===== config.mk =====
export PLATFORM = sky130hd
export DESIGN_NAME = stack_op_token_decoder_unit
export DESIGN_NICKNAME = d
export VERILOG_FILES = /design/src/rtl/sotd_pkg.sv /design/src/rtl/stack_op_token_decoder_unit.sv
export SDC_FILE = /design/constraint.sdc
export NUM_CORES = 1
export LEC_CHECK = 0
export BUFFER_PORTS_ARGS = -buffer_cell sky130_fd_sc_hd__buf_2
export CAP_MARGIN = 25
export CORE_ASPECT_RATIO = 1.1
export CORE_MARGIN = 8
export CORE_UTILIZATION = 64
export DETAILED_ROUTE_END_ITERATION = 10
export GPL_ROUTABILITY_DRIVEN = 0
export GPL_TIMING_DRIVEN = 0
export PLACE_DENSITY = 0.86
export SLEW_MARGIN = 25
export SYNTH_ARGS = -nofsm -noshare
export SYNTH_HDL_FRONTEND = slang
export SYNTH_SLANG_ARGS = --single-unit

===== constraint.sdc =====
create_clock -name clk -period 7.99 [get_ports clk]
set_input_delay 0.3995 -clock clk [delete_from_list [all_inputs] [get_ports clk]]
set_output_delay 0.3995 -clock clk [all_outputs]
set_load 0.02 [all_outputs]

===== src/rtl/sotd_pkg.sv =====
// Package: item types, opcode and phase codes, character codes and trie table for the decoder.
package sotd_pkg;

    typedef struct packed {
        logic [7:0] symbol;
        logic       is_last;
    } item_t;

    typedef struct packed {
        logic [4:0]         opcode;
        logic signed [31:0] argument;
        logic               has_argument;
        logic               error;
        logic               done_res;
    } result_t;

    typedef enum logic [4:0] {
        OP_PUSH, OP_DUP, OP_COPY, OP_SWAP, OP_DISCARD, OP_SLIDE,
        OP_ADD, OP_SUB, OP_MUL, OP_DIV, OP_MOD, OP_HEAPW, OP_HEAPR,
        OP_LABEL, OP_CALL, OP_JUMP, OP_JZ, OP_JN, OP_RET, OP_EXIT,
        OP_CHOUT, OP_NUMOUT
    } op_t;

    typedef enum logic [1:0] {
        PH_OPCODE,
        PH_SIGN,
        PH_BITS,
        PH_SWALLOW
    } phase_t;

    typedef enum logic [1:0] {
        COL_SPACE,
        COL_A,
        COL_AT,
        COL_NONE
    } col_t;

    localparam logic [7:0] CH_SPACE = 8'h20;
    localparam logic [7:0] CH_A     = 8'h61;
    localparam logic [7:0] CH_AT    = 8'h40;
    localparam logic [7:0] CH_G     = 8'h67;

    localparam logic [7:0] LEAF = 8'h20;
    localparam logic [7:0] BAD  = 8'hFF;

    // columns: ' ', 'a', '@'
    localparam logic [7:0] TRIE_TAB [16][3] = '{
        '{8'd12,             8'd1,               8'd4              },
        '{8'd2,              LEAF | 8'(OP_PUSH), 8'd3              },
        '{LEAF | 8'(OP_DISCARD), LEAF | 8'(OP_DUP), LEAF | 8'(OP_SWAP)},
        '{LEAF | 8'(OP_SLIDE),   LEAF | 8'(OP_COPY), BAD           },
        '{8'd7,              8'd5,               8'd6              },
        '{BAD,               8'd8,               8'd9              },
        '{8'd10,             BAD,                LEAF | 8'(OP_HEAPR)},
        '{BAD,               8'd11,              BAD               },
        '{LEAF | 8'(OP_MUL), LEAF | 8'(OP_ADD),  LEAF | 8'(OP_SUB) },
        '{BAD,               LEAF | 8'(OP_DIV),  LEAF | 8'(OP_MOD) },
        '{LEAF | 8'(OP_HEAPW), BAD,              BAD               },
        '{BAD,               LEAF | 8'(OP_CHOUT), LEAF | 8'(OP_NUMOUT)},
        '{8'd15,             8'd13,              8'd14             },
        '{LEAF | 8'(OP_JUMP), LEAF | 8'(OP_LABEL), LEAF | 8'(OP_CALL)},
        '{LEAF | 8'(OP_RET), LEAF | 8'(OP_JZ),   LEAF | 8'(OP_JN)  },
        '{LEAF | 8'(OP_EXIT), BAD,               BAD               }
    };

    function automatic logic takes_number(input logic [4:0] op);
        takes_number = (op == OP_PUSH) || (op == OP_COPY) || (op == OP_SLIDE)
            || (op == OP_LABEL) || (op == OP_CALL) || (op == OP_JUMP)
            || (op == OP_JZ) || (op == OP_JN);
    endfunction

endpackage


===== src/rtl/stack_op_token_decoder_unit.sv =====
// Top level: character-stream decoder of stack-machine opcodes and numeric arguments.
//
// Takes one source character per item and returns at most one result per item.
// Throughput is one character per clock unless the output register stalls:
// each item passes an input register, then the trie step and shift-accumulate,
// and its result is offered from an output register. The input register takes
// a new item whenever it is empty or its item moves on, and its item moves on
// whenever the output register is empty or is being drained.
// Unknown codes and sources that end inside a token give an error result; the
// rest of that source is dropped up to the item marked last.
module stack_op_token_decoder_unit #(
    parameter int ARG_WIDTH = 32
) (
    input  logic             clk,
    input  logic             rst_n,
    input  logic             item_valid,
    output logic             item_ready,
    input  sotd_pkg::item_t  item,
    output logic             result_valid,
    input  logic             result_ready,
    output sotd_pkg::result_t result
);
    import sotd_pkg::*;

    item_t                 item_reg;
    logic                  item_vld_reg;
    result_t               result_reg;
    logic                  result_vld_reg;

    phase_t                phase_reg, phase_next;
    logic [3:0]            node_reg, node_next;
    logic [4:0]            pend_reg, pend_next;
    logic                  neg_reg, neg_next;
    logic [ARG_WIDTH-1:0]  acc_reg, acc_next;

    logic                  advance;
    logic                  emit;
    logic                  do_fail;
    logic                  do_finish;
    result_t               res;
    col_t                  col;
    logic [7:0]            tcode;
    logic signed [ARG_WIDTH-1:0] num_val;

    assign advance      = item_vld_reg && (!result_vld_reg || result_ready);
    assign item_ready   = !item_vld_reg || advance;
    assign result_valid = result_vld_reg;
    assign result       = result_reg;

    always_comb
    begin
        if (item_reg.symbol == CH_SPACE)
            col = COL_SPACE;
        else if (item_reg.symbol == CH_A)
            col = COL_A;
        else if (item_reg.symbol == CH_AT)
            col = COL_AT;
        else
            col = COL_NONE;
    end

    assign tcode   = (col == COL_NONE) ? BAD : TRIE_TAB[node_reg][col];
    assign num_val = neg_reg ? -acc_reg : acc_reg;

    always_comb
    begin
        phase_next = phase_reg;
        node_next  = node_reg;
        pend_next  = pend_reg;
        neg_next   = neg_reg;
        acc_next   = acc_reg;
        emit       = 1'b0;
        do_fail    = 1'b0;
        do_finish  = 1'b0;
        res        = '0;

        case (phase_reg)
            PH_OPCODE:
            begin
                if (tcode == BAD)
                    do_fail = 1'b1;
                else if (!tcode[5])
                begin
                    node_next = tcode[3:0];
                    do_fail   = item_reg.is_last;
                end
                else if (takes_number(tcode[4:0]))
                begin
                    node_next  = '0;
                    pend_next  = tcode[4:0];
                    neg_next   = 1'b0;
                    acc_next   = '0;
                    phase_next = PH_SIGN;
                    do_fail    = item_reg.is_last;
                end
                else
                begin
                    node_next        = '0;
                    pend_next        = '0;
                    neg_next         = 1'b0;
                    acc_next         = '0;
                    phase_next       = PH_OPCODE;
                    emit             = 1'b1;
                    res.opcode       = tcode[4:0];
                    res.done_res     = item_reg.is_last;
                end
            end
            PH_SIGN:
            begin
                if (item_reg.symbol == CH_G)
                    do_finish = 1'b1;
                else
                begin
                    neg_next   = (item_reg.symbol == CH_AT);
                    phase_next = PH_BITS;
                    do_fail    = item_reg.is_last;
                end
            end
            PH_BITS:
            begin
                if (item_reg.symbol == CH_G)
                    do_finish = 1'b1;
                else
                begin
                    acc_next = {acc_reg[ARG_WIDTH-2:0], item_reg.symbol == CH_A};
                    do_fail  = item_reg.is_last;
                end
            end
            PH_SWALLOW:
            begin
                if (item_reg.is_last)
                    phase_next = PH_OPCODE;
            end
            default:
            begin
                phase_next = PH_OPCODE;
            end
        endcase

        if (do_finish)
        begin
            node_next        = '0;
            pend_next        = '0;
            neg_next         = 1'b0;
            acc_next         = '0;
            phase_next       = PH_OPCODE;
            emit             = 1'b1;
            res.opcode       = pend_reg;
            res.argument     = 32'(num_val);
            res.has_argument = 1'b1;
            res.done_res     = item_reg.is_last;
        end

        if (do_fail)
        begin
            node_next  = '0;
            pend_next  = '0;
            neg_next   = 1'b0;
            acc_next   = '0;
            phase_next = item_reg.is_last ? PH_OPCODE : PH_SWALLOW;
            emit       = 1'b1;
            res        = '0;
            res.error  = 1'b1;
        end
    end

    always_ff @(posedge clk or negedge rst_n)
    begin
        if (!rst_n)
        begin
            item_vld_reg   <= 1'b0;
            result_vld_reg <= 1'b0;
            phase_reg      <= PH_OPCODE;
            node_reg       <= '0;
            pend_reg       <= '0;
            neg_reg        <= 1'b0;
            acc_reg        <= '0;
        end
        else
        begin
            if (item_ready)
                item_vld_reg <= item_valid;
            if (advance)
            begin
                phase_reg <= phase_next;
                node_reg  <= node_next;
                pend_reg  <= pend_next;
                neg_reg   <= neg_next;
                acc_reg   <= acc_next;
            end
            if (advance && emit)
                result_vld_reg <= 1'b1;
            else if (result_ready)
                result_vld_reg <= 1'b0;
        end
    end

    always_ff @(posedge clk)
    begin
        if (item_ready && item_valid)
            item_reg <= item;
        if (advance && emit)
            result_reg <= res;
    end

`ifndef SYNTHESIS
    a_err_clean: assert property (@(posedge clk) disable iff (!rst_n)
        result_vld_reg && result_reg.error |->
            result_reg.opcode == '0 && !result_reg.has_argument && !result_reg.done_res)
        else $error("error result carries payload");

    a_swallow_root: assert property (@(posedge clk) disable iff (!rst_n)
        phase_reg == PH_SWALLOW |-> node_reg == '0 && acc_reg == '0)
        else $error("swallow phase with live token state");

    a_ready_when_empty: assert property (@(posedge clk) disable iff (!rst_n)
        !result_vld_reg |-> item_ready)
        else $error("input stalled with empty output register");
`endif

endmodule

* Yosys cells after proc, flatten, opt, wreduce, memory -nomap -nowiden
Memory sizes are Yosys's and may differ from the RTL's. Index checks and enable logic that the tools add are counted.
Cells by class: $add $sub $neg 1, order comparisons 2, eq/ne operators 22, mux-type cells 68, bitwise logic cells 3, reductions and logical operators 29
Operators with widths (count):
- 32-bit 2-to-1 mux | 6
- 32-bit one-hot mux with 2 select lines | 1
- 5-bit 2-to-1 mux | 10
- 24-bit 2-to-1 mux | 2
- 38-bit 2-to-1 mux | 1
- 32-bit negator | 1
- 1-bit 2-to-1 mux | 26
- 8-bit by 7-bit == test with 1-bit output, second input constant | 3
- 8-bit 2-to-1 mux | 3
- 2-bit 2-to-1 mux | 10
- 4-bit 2-to-1 mux | 5
- 4-bit inequality test, second input constant | 5
- 8-bit binary-select mux with 2-bit select | 1
- 5-bit by 4-bit == test with 1-bit output, second input constant | 3
- 5-bit == test, second input constant | 2
- 5-bit AND reduction | 2
- 1-bit logical OR | 9
- 8-bit by 6-bit == test with 1-bit output, second input constant | 1
- 8-bit == test, second input constant | 1
- 4-bit nonzero test | 2
- 2-bit == test, second input constant | 3
- 2-bit one-hot mux with 3 select lines | 1
- 6-bit AND reduction | 1
- 3-bit nonzero test | 2
- other kinds (19) | 24
Word-level totals: bits in registers 95, ROM bits 384, bits of input ports 13, output and inout bits 42, logic and storage cells 140, memories 1
Memories:
- (name not given) | depth 16, width 24, read ports 1, clocked after memory_dff 0, wr ports 0, line stack_op_token_decoder_unit.sv:62 | assign tcode = (col == COL_NONE) ? BAD : TRIE_TAB[node_reg][col];

* Longest topological paths before layout
Gate-level depths: netlist of run 1.
depth in word-level cells 25, gate-level depth with buffers 13, gate-level depth less buffers 12

* Worst setup path before layout of run 1
No wires, ideal clock.
kind register to register, start register node_reg[0], end register result_reg (netlist bit result[0]), enable pin, setup time 0.464 ns, arrival time 4.719 ns, data required time 7.526 ns, slack 2.808 ns, cell stages (with the launch flop) 11, path buffers 1, cells stage by stage dfrtp_1 -> inv_1 -> ha_1 -> mux4_2 -> mux2i_1 -> o32ai_2 -> nand4b_4 -> o41ai_2 -> o31ai_4 -> buf_6 -> a31oi_1
On the way: cells in the longest elaborated chain, start to end 23, elaborated cells between the ends (all ways) 35, those cells by class eq/ne (8); mux (16); bitwise (1); reduce/logical (9); memory (1)
RTL lines:
- start, declared | line stack_op_token_decoder_unit.sv:31 | logic [3:0] node_reg, node_next;
- start signal, assigned | line stack_op_token_decoder_unit.sv:186 | node_reg <= node_next;
- 4-bit NOT with 5-bit output (not written as such) * | line stack_op_token_decoder_unit.sv:62
- memory 16 x 24 bit *
- 24-bit 2-to-1 mux (not written as such) * (2 in series) | line stack_op_token_decoder_unit.sv:62
- 8-bit binary-select mux with 2-bit select * | line stack_op_token_decoder_unit.sv:62
- 8-bit 2-to-1 mux (not written as such) * (2 in series) | line stack_op_token_decoder_unit.sv:62
- 8-bit 2-to-1 mux * | line stack_op_token_decoder_unit.sv:62
- 5-bit by 2-bit == test with 1-bit output or 5-bit zero test (tied branches) | line sotd_pkg.sv:67 | takes_number = (op == OP_PUSH) || (op == OP_COPY) || (op == OP_SLIDE)
- 1-bit logical OR (2 in series) | line sotd_pkg.sv:67
- 1-bit logical OR (3 in series) | line sotd_pkg.sv:68 | || (op == OP_LABEL) || (op == OP_CALL) || (op == OP_JUMP)
- 1-bit logical OR (2 in series) | line sotd_pkg.sv:69 | || (op == OP_JZ) || (op == OP_JN);
- 1-bit 2-to-1 mux | line stack_op_token_decoder_unit.sv:87 | else if (takes_number(tcode[4:0]))
- 1-bit 2-to-1 mux | line stack_op_token_decoder_unit.sv:82 | else if (!tcode[5])
- 1-bit 2-to-1 mux | line stack_op_token_decoder_unit.sv:80 | if (tcode == BAD)
- 1-bit 2-to-1 mux | line stack_op_token_decoder_unit.sv:77 | case (phase_reg)
- 1-bit 2-to-1 mux | line stack_op_token_decoder_unit.sv:140 | if (do_finish)
- 1-bit 2-to-1 mux * | line stack_op_token_decoder_unit.sv:154 | if (do_fail)
- 1-bit logical AND * | line stack_op_token_decoder_unit.sv:202 | if (advance && emit)
- end signal, assigned | line stack_op_token_decoder_unit.sv:203 | result_reg <= res;
- end, declared | line stack_op_token_decoder_unit.sv:27 | result_t result_reg;
Every way passes the cells marked *; elsewhere a longest branch is shown, timed or not. The select of a mux whose other input is x is not followed. A chain may end at the register's enable or synchronous reset.

* Final worst setup path of run 1
start register node_reg[0], end register result_reg (netlist bit result[8]), enable pin
The elaborated chain is that of the path after synthesis.

==> key figures, run 1 <==
STA
  – Endpoints failing hold: 0
  – FMAX: roughly 250 MHz
  – Total negative slack: 0 ns
  – Unrepaired setup endpoints after global routing: false
  – Worst Clk Skew: between 0.015 and 0.02 ns
  – Slew Viols, Final: 0
  – Tmin final: 4.007 ns
  – Hold slack: between 0.015 and 0.02 ns
  – Final worst slack: roughly 4 ns
  – Crit share post-route: 50.15%
  – Worst rel slew slack: between 40% and 50%
  – Final setup fails: 0
  – Worst-Margin Slew: between 0.7 and 0.8 ns

Detailed routing
  – Drt total wl: about 11000 um
  – Antenna Violating Nets Remaining: 0
  – # DRC: 0
  – Via count: between 3000 and 4000
  – Drt wl/cell: roughly 16 um
  – Via density: a little over 6
  – DRT iter0 DRCs: roughly 210
  – Initial DRT Pass Iterations: 7

Synthesis
  – Post-synth EDFFs: between 40 and 50
  – Mapped Nets: approximately 500
  – Number of synthesized register bits: 95
  – Ys flop type: edfxtp_1
  – Synth Area per Inst: 11.13 um2
  – Sequential share of the synthesized area: 50.13%
  – Synthesized instance count: 470
  – Count of cell types in the netlist: 67
  – Yosys warning count: 0
  – Asr flop ratio synth: between 40% and 50%
  – Synthesized area: around 5200 um2

Worst setup path
  – Setup crit end kind: flop
  – Critical Path, Cell by Cell: inv_1 > ha_1 > mux4_2 > mux2i_1 > o32ai_2 > nand4b_4 > o41ai_2 > o31ai_4 > buf_6 > a31oi_4 > buf_16
  – Worst endpoint required time: around 8 ns
  – Number of cells on the worst reg-to-reg path: 11
  – Worst reg2reg endpoint: result[8]
  – R2r startpoint: node_reg[0]
  – Crit Path Max Fanout: 24
  – Worst setup SP type: flop
  – R2r setup slk: 3.98 ns
  – Critical path data arrival time: ~4.1 ns
  – CP peak stage delay: 0.58 ns
  – Setup CP Type: flop to flop
  – CP max-delay cell: a31oi_4

Place
  – Place WS: between 4 and 5 ns
  – Placed Area: 5679 um2
  – Placed instance count: between 600 and 700
  – HPWL after DPL: approximately 8000 um
  – Port Buffers: 54

Layout
  – Final Non-Filler Cells: ~650
  – Fin util: approximately 74%
  – Multi-input gate area: roughly 2400 um2
  – Share of layout cells above drive strength 1: around a fifth
  – Register area: 2623 um2
  – Area growth, synth to finish: 12.34%
  – Diodes inserted: 0
  – Max FFs per register: 40
  – Nets@finish: roughly 560
  – Design Area, Final: 5877 um2
  – Fill cells: ~560

Die
  – Die width: 102.2 um
  – I/O Pins: 55
  – FP Rows: 34
  – Starting Density: 66.11%
  – Core area: 7913 um2
  – Die Height: 110.8 um
  – Die footprint: 11330 um2

Clock tree
  – Post-CTS Setup Bufs: 0
  – Clock sink total: between 90 and 100
  – CTS Hold Buffers Added: 0
  – Root buffer cell: clkbuf_8
  – Clock transition at path regs: approximately 0.10 ns
  – CTS Buffer Depth: 2
  – TritonCTS clock tree: done
  – H-tree depth: 3
  – Clock Latency Late Sink: 0.37 ns
  – CTS Buf Count: 9
  – Post-CTS sizing: 0

Power
  – VDD IR-drop max: 0.1257 mV
  – Leakage: 2.459 nW
  – PD cells: about 250 nW/um2
  – Final Total Pwr: approximately 1.5 mW

Global route
  – Met3 Usage GRT: between 4 and 5%
  – Largest net degree at the start of global routing: 47
  – Gr busiest metal: met2
  – Gr usage total: around a fifth
  – Number of global-route vias before repair: about 3800
  – First-pass GRT wire length: 17190 um
  – GRT overflow: 0
  – Initial antenna violation count: 0
  – GR Layer Usage met1: ~22%
  – Met2 usage: 32.49%

Job
  – Max cap viols: 0

Run status
  – Status: finished, final reports clean

Worst hold path
  – Hold Path Class: input port to asynchronous set/reset pin
==> Yosys cell counts (all sizes together) (6+ instances only) <==
library cell | n | area, um2
nor2 | 47 | 176.4
inv | 17 | 63.81
a22o | 42 | 367.9
nor3 | 7 | 35.03
nor2b | 6 | 37.54
buf | 16 | 112.6
mux2i | 9 | 90.09
nand3 | 14 | 75.07
dfrtp | 46 | 1151
nand2b | 8 | 50.05
edfxtp | 49 | 1471
ha | 12 | 150.1
nand2 | 32 | 122.6
or3 | 11 | 68.82
a21oi | 10 | 50.05
o31ai | 10 | 88.83
o21ai | 25 | 125.1
xor2 | 27 | 236.5
==> worst max-delay path by stage <==
stage / cells after the start / slack (ns) / end / startpoint
4_1_cts: 11 / 3.98 / result[3] / node_reg[0]
6_report: 11 / 3.98 / result[8] / node_reg[0]
2_1_floorplan: 10 / 2.81 / result[0] / node_reg[0]
5_1_grt: 11 / 3.77 / result[3] / node_reg[0]
3_3_place_gp: 10 / 1.70 / result[1] / node_reg[0]
3_5_place_dp: 11 / 4.02 / result[10] / node_reg[0]
==> critical path, delay by kind of cell (launching register included) <==
kind / cells / cell delay (ns)
AO/OA/AOI/OAI: 4 / 1.32
multiplexers: 2 / 0.70
buffers and inverters: 3 / 0.59
flip-flops: 1 / 0.57
adder cells (fa/ha/maj): 1 / 0.29
AND/OR/NAND/NOR: 1 / 0.24
==> layer usage <==
layer | vias up | part of all wire (%)
li1 | 1898 | -
met1 | 1918 | 40
met2 | 159 | 51
met3 | 24 | 6.9
met4 | 0 | 2.3
met5 | - | 0
==> cells in the final DEF (no fill, tap or decap), types with 3 or more instances in the layout <==
master	n
nor4_1	3
xor2_1	27
ha_1	12
o211ai_1	3
a221o_1	4
buf_2	62
o31ai_1	9
nor2b_1	6
dfrtp_1	46
buf_6	4
or2_2	3
clkbuf_8	9
o41ai_1	4
or3_1	11
nand2_1	31
a31oi_1	3
and2_1	4
a22o_1	42
nor3_1	7
o21ai_1	4
mux2i_1	9
nor2_1	47
a21oi_1	10
edfxtp_1	49
xnor2_1	4
buf_4	4
clkinv_4	3
o21a_1	3
o21ai_0	21
nand3_1	13
clkbuf_1	5
inv_1	15
nand2b_1	8
or4_1	5
==> cell type report <==
type                            instances  share of cell area [%]
Inverter                               17                   1.086
Clock buffer                            9                   2.108
Buffer                                 21                   2.235
Timing Repair Buffer                   55                   5.110
Multi-Input combinational cell        337                   41.32
Tap cell                              108                   2.299
Sequential cell                        95                   44.62
Clock inverter                          7                   1.214
==> report_power, final <==
group | internal [mW] | switching (mW) | total, mW
logic | 0.182 | 0.329 | 0.512
clock network | 0.122 | 0.182 | 0.304
registers | 0.620 | 0.0283 | 0.648
==> logic make-up (layout without fill, tap and decap cells) <==
group | count (synthesis) | count (layout) | synth area share [%]
adder cells (fa/ha/maj) | 12 | 12 | 2.870
AND/OR/NAND/NOR | 151 | 151 | 15.26
XOR/XNOR | 31 | 31 | 5.190
flip-flops | 95 | 95 | 50.13
buffers and inverters | 38 | 109 | 3.731
AO/OA/AOI/OAI | 128 | 128 | 19.37
multiplexers | 15 | 15 | 3.444
No activity file was read; power rests on OpenSTA's default activity.
==> run 2, diff against run 1 <==
CORE_UTILIZATION = 59   (was 64)
PLACE_DENSITY = 0.8   (was 0.86)
clock period = 3.9 ns   (was 7.99 ns; I/O delays follow)
==> run 2 against run 1 <==
Critical path depth rose by 2. Fmax rose by 12%. Largest cell class unchanged. Clock power rose by 130%.
==> key figures, run 2 (synthesis results as in run 1) <==
Detailed routing
  – Via count: between 4000 and 5000
  – Antenna Violating Nets Remaining: 0
  – Drt wl/cell: 17.08 um
  – DRT iter0 DRCs: between 200 and 250
  – Via density: approximately 6.1
  – # DRC: 0
  – Drt total wl: approximately 11000 um
  – Initial DRT Pass Iterations: 5

Global route
  – Gr usage total: ~19%
  – GRT overflow: 0
  – Largest net degree at the start of global routing: 47
  – First-pass GRT wire length: a little under 20000 um
  – Initial antenna violation count: 0
  – Number of global-route vias before repair: between 3000 and 4000

Job
  – Max cap viols: 0

Worst setup path
  – Setup crit end kind: flop
  – R2r startpoint: node_reg[1]
  – Worst setup SP type: flop
  – Number of cells on the worst reg-to-reg path: 13
  – R2r setup slk: roughly 0.3 ns
  – Crit Path Max Fanout: 11
  – Worst reg2reg endpoint: result[4]
  – Critical path data arrival time: about 3.8 ns
  – Worst endpoint required time: ~4.1 ns
  – Setup CP Type: flop to flop

STA
  – Worst Clk Skew: between 0.01 and 0.015 ns
  – Final setup fails: 0
  – Crit share post-route: slightly above 90%
  – Unrepaired setup endpoints after global routing: false
  – Endpoints failing hold: 0
  – Worst rel slew slack: around 47%
  – Tmin final: between 3 and 4 ns
  – Slew Viols, Final: 0
  – Worst-Margin Slew: roughly 0.78 ns
  – FMAX: 278.5 MHz

Die
  – FP Rows: 36
  – Die Height: about 110 um
  – Starting Density: about three fifths
  – Core area: roughly 8700 um2
  – Die footprint: between 10000 and 15000 um2
  – I/O Pins: 55
  – Die width: 105.8 um

Clock tree
  – Root buffer cell: clkbuf_8
  – Clock sink total: between 90 and 100
  – Clock transition at path regs: around 0.09 ns
  – CTS Buffer Depth: 2
  – CTS Buf Count: 9
  – Clock Latency Late Sink: ~0.37 ns
  – TritonCTS clock tree: done
  – H-tree depth: 3

Layout
  – Most common cell after layout, fill and taps aside: buf_2
  – Nets@finish: between 500 and 600
  – Final Non-Filler Cells: between 600 and 700
  – Share of layout cells above drive strength 1: 20.80%
  – Diodes inserted: 0
  – Max FFs per register: 40
  – Fin util: around 69%
  – Area growth, synth to finish: 15.31%
  – Most frequent cells in the layout: buf_2 (62), edfxtp_1 (49), nor2_1 (47), dfrtp_1 (44), a22o_1 (42)

Worst hold path
  – Hold Path Cell Cnt: 2
  – Hold Path Class: input port to flop
  – Hold Startpoint: item_valid
  – Worst Hold End: item_vld_reg

Place
  – HPWL after DPL: 8236 um
  – Port Buffers: 54
  – Placed instance count: about 640

Power
  – Leakage: approximately 2.5 nW
  – VDD IR-drop max: about 0.31 mV
  – PD cells: between 500 and 600 nW/um2

Run status
  – Status: finished, final reports clean
## run 2: changes by cell type in the layout (fill, tap and decap cells not counted), sizes merged
cell         change
dlygate4sd3     +10
buf              +2
bufinv           +1
clkinv           -1
## run 2: worst max path at each step
stage / start / end / depth (start not counted)
floorplan: node_reg[0] / result[0] / 10
global placement: node_reg[0] / result[5] / 10
detailed placement: node_reg[0] / result[12] / 11
CTS: node_reg[1] / result[4] / 13
global route: node_reg[0] / result[4] / 13
finish: node_reg[1] / result[4] / 13
## run 2: per-layer routing
| metal | share of wire (%) | wire, um | up-vias | GRT usage, % |
|---|---|---|---|---|
| met5 | 0 | 0 | - | 0 |
| met3 | 6.1 | 699 | 32 | 3.980 |
| met2 | 52 | 5879 | 161 | 33.51 |
| li1 | - | - | 1918 | - |
| met1 | 40 | 4544 | 1959 | 22.16 |
| met4 | 2.4 | 268 | 0 | 9.390 |
## run 2: critical path: stages (launching register included)
cell and delay (ns):
dfrtp_2 0.50, inv_1 0.14, ha_1 0.35, mux4_2 0.47
nand3_1 0.10, nand2_1 0.09, o311ai_4 0.17, mux2i_1 0.18
a32o_1 0.35, o31ai_4 0.31, buf_6 0.20, nand2_2 0.14
buf_2 0.24, nor2_1 0.18
## run 2: final cells by class
cell class,instances,area [um2]
plain buffers,21,131.4
clock buffers,9,123.9
clock inverters,7,88.84
fillers,668,2706
inverters,17,63.81
multi-input cells,337,2429
flip-flops and latches,95,2625
well taps,114,142.6
repair buffers,67,427.9
## run 2: what timing repair did
action / CTS / global route
buffers inserted: 2 / 0
hold buffers: 9 / 1
endpoints found under the hold margin: 9 / 46
gates resized for setup: 0 / 2
pin swaps: 1 / 0
endpoints found under the setup margin: 24 / 12
## run 2: power breakdown
group,internal [mW],switching (mW),total (mW),leakage (nW)
clock network,0.311,0.375,0.686,0.109
registers,1.27,0.0607,1.33,1.11
logic,0.408,0.690,1.10,1.30
total,1.99,1.13,3.11,2.52
## run 2: stage by stage
| step | power, mW | setup slack, ns | hold slack [ns] | area, um2 | setup TNS (ns) |
|---|---|---|---|---|---|
| after floorplan | 2.098 | 0.2757 | -0.1006 | 5246 | 0 |
| after global placement | 2.350 | -0.3189 | 0.3714 | 5659 | -12.74 |
| after detailed placement | 2.412 | -0.1441 | 0.3731 | 5687 | -3.420 |
| after CTS | 3.133 | 0.2072 | 0.01305 | 6017 | 0 |
| after global routing | 3.268 | 0.1222 | 0.03180 | 6032 | 0 |
| final | 3.114 | 0.3090 | 0.02979 | 6032 | 0 |
==> run 3, diff against run 2 <==
==> constraint.sdc (replaced) <==
create_clock -name clk -period 3.9 [get_ports clk]
set_input_delay 0.39 -clock clk [delete_from_list [all_inputs] [get_ports clk]]
set_output_delay 0.39 -clock clk [all_outputs]
set_load 0.02 [all_outputs]
==> run 3 against run 2 <==
Global-route usage decreased by 0.22 points. Total power decreased by 0.18%. Core utilization decreased by 1.1 points. Non-clock buffer count decreased by 10. Routed wire length decreased by 1.8%. Sequential cell count unchanged. Combinational power about the same. Largest cell class unchanged. Critical path type unchanged. Fmax decreased by 0.24%. First-iteration DRC count decreased by 20%.
==> key figures, run 3 (synthesis results as in run 1) <==
Run status
  – Status: finished, final reports clean

Worst setup path
  – Worst endpoint required time: 3.99 ns
  – Setup CP Type: flop to flop
  – Crit Path Max Fanout: 10
  – Worst setup SP type: flop
  – Setup crit start: node_reg[0]
  – Number of cells on the worst reg-to-reg path: 11
  – Worst setup path end: result[31]
  – R2r setup slk: 0.30 ns
  – Critical path data arrival time: ~3.7 ns
  – Worst reg2reg endpoint: result[31]
  – R2r startpoint: node_reg[0]
  – Setup crit end kind: flop

STA
  – Tmin final: about 3.6 ns
  – Slew Viols, Final: 0
  – Crit share post-route: about 92%
  – Worst rel slew slack: between 40% and 50%
  – Endpoints failing hold: 0
  – Final setup fails: 0
  – Worst-Margin Slew: between 0.7 and 0.8 ns
  – Hold slack: around 0.017 ns
  – Unrepaired setup endpoints after global routing: false
  – Final worst slack: ~0.30 ns
  – FMAX: between 200 and 300 MHz
  – Worst Clk Skew: approximately 0.013 ns

Detailed routing
  – Antenna Violating Nets Remaining: 0
  – Drt total wl: around 11000 um
  – Via density: ~6.1
  – Drt wl/cell: between 15 and 20 um
  – # DRC: 0
  – Via count: around 4000
  – Initial DRT Pass Iterations: 6
  – DRT iter0 DRCs: between 150 and 200

Global route
  – GRT overflow: 0
  – Largest net degree at the start of global routing: 47
  – Gr usage total: about a fifth
  – First-pass GRT wire length: roughly 19000 um
  – Initial antenna violation count: 0
  – Number of global-route vias before repair: approximately 4000

Power
  – VDD IR-drop max: ~0.30 mV
  – Leakage: between 2 and 2.5 nW
  – PD cells: 523.9 nW/um2
  – Final Total Pwr: roughly 3.1 mW

Clock tree
  – TritonCTS clock tree: done
  – Clock sink total: 95
  – CTS Hold Buffers Added: 0
  – CTS Buf Count: 9
  – CTS Buffer Depth: 2
  – Clock Latency Late Sink: approximately 0.37 ns
  – Clock transition at path regs: roughly 0.1 ns
  – Root buffer cell: clkbuf_8
  – H-tree depth: 3

Place
  – HPWL after DPL: a little over 8000 um
  – Place WS: -0.1441 ns
  – Port Buffers: 54

Layout
  – Most frequent cells in the layout: buf_2 (62), edfxtp_1 (49), nor2_1 (47), dfrtp_1 (44), a22o_1 (42)
  – Area growth, synth to finish: 13.39%
  – Most common cell after layout, fill and taps aside: buf_2
  – Max FFs per register: 40
  – Share of layout cells above drive strength 1: 21.18%
  – Nets@finish: roughly 560
  – Diodes inserted: 0

Die
  – Die width: between 100 and 150 um
  – Core area: between 8000 and 9000 um2
  – Die Height: 114.8 um
  – Starting Density: between 50 and 60%
  – FP Rows: 36
  – Die footprint: 12140 um2
  – I/O Pins: 55

Job
  – Max cap viols: 0

Worst hold path
  – Hold Path Class: input port to asynchronous set/reset pin
## run 3: changes by cell type in the layout (fill, tap and decap cells not counted), sizes merged
cell         previous run  this run
dlygate4sd3            10         0
## run 3: what timing repair did
item                                    4_1_cts  5_1_grt
resized for setup                             0        2
endpoints found under the hold margin         0        0
setup buffers                                 2        0
endpoints found under the setup margin       24       12
pin swaps                                     1        0
## run 3: cell type report
type,instances,area [um2]
inverters,17,63.81
well taps,114,142.6
multi-input cells,337,2429
fillers,680,2806
clock buffers,9,123.9
flip-flops and latches,95,2625
repair buffers,57,327.8
clock inverters,7,88.84
plain buffers,21,131.4
## run 3: through the flow
stage	utilization, %	TNS (ns)	cells	area (um2)
detailed placement	65.08	-3.420	639	5687
global route	67.88	0	657	5932
floorplan	-	0	470	5246
CTS	67.83	0	657	5927
finish	67.88	0	657	5932
global placement	64.76	-12.74	638	5659
## run 3: how the worst min path moves through the flow
stage / start / end / slack (ns)
final: rst_n / pend_reg[0] / 0.02
after global routing: rst_n / acc_reg[19] / 0.05
after CTS: item[7] / item_reg[7] / 0.17
after detailed placement: pend_reg[1] / pend_reg[1] / 0.49
after global placement: pend_reg[3] / pend_reg[3] / 0.49
after floorplan: rst_n / acc_reg[0] / 0.09
## run 3: worst max-delay path, cell delays in order (launching register included)
cell	delay, ns
dfrtp_2	0.49
inv_1	0.12
ha_1	0.28
mux4_2	0.50
mux2i_1	0.23
o32ai_2	0.19
nand4b_4	0.25
o41ai_2	0.40
o31ai_4	0.16
buf_6	0.17
a31oi_4	0.30
buf_4	0.23
## run 3: metal layers
metal / vias to the layer above / GRT usage, % / part of all wire, %
li1: 1895 / - / -
met1: 1919 / 22.15 / 40
met2: 154 / 32.93 / 51
met3: 28 / 3.756 / 6.0
met4: 0 / 9.390 / 2.3
met5: - / 0 / 0
## run 3: where the power goes
group	internal [mW]	switching (mW)
sequential	1.27	0.0608
clock	0.311	0.377
combinational	0.401	0.689
total	1.98	1.13
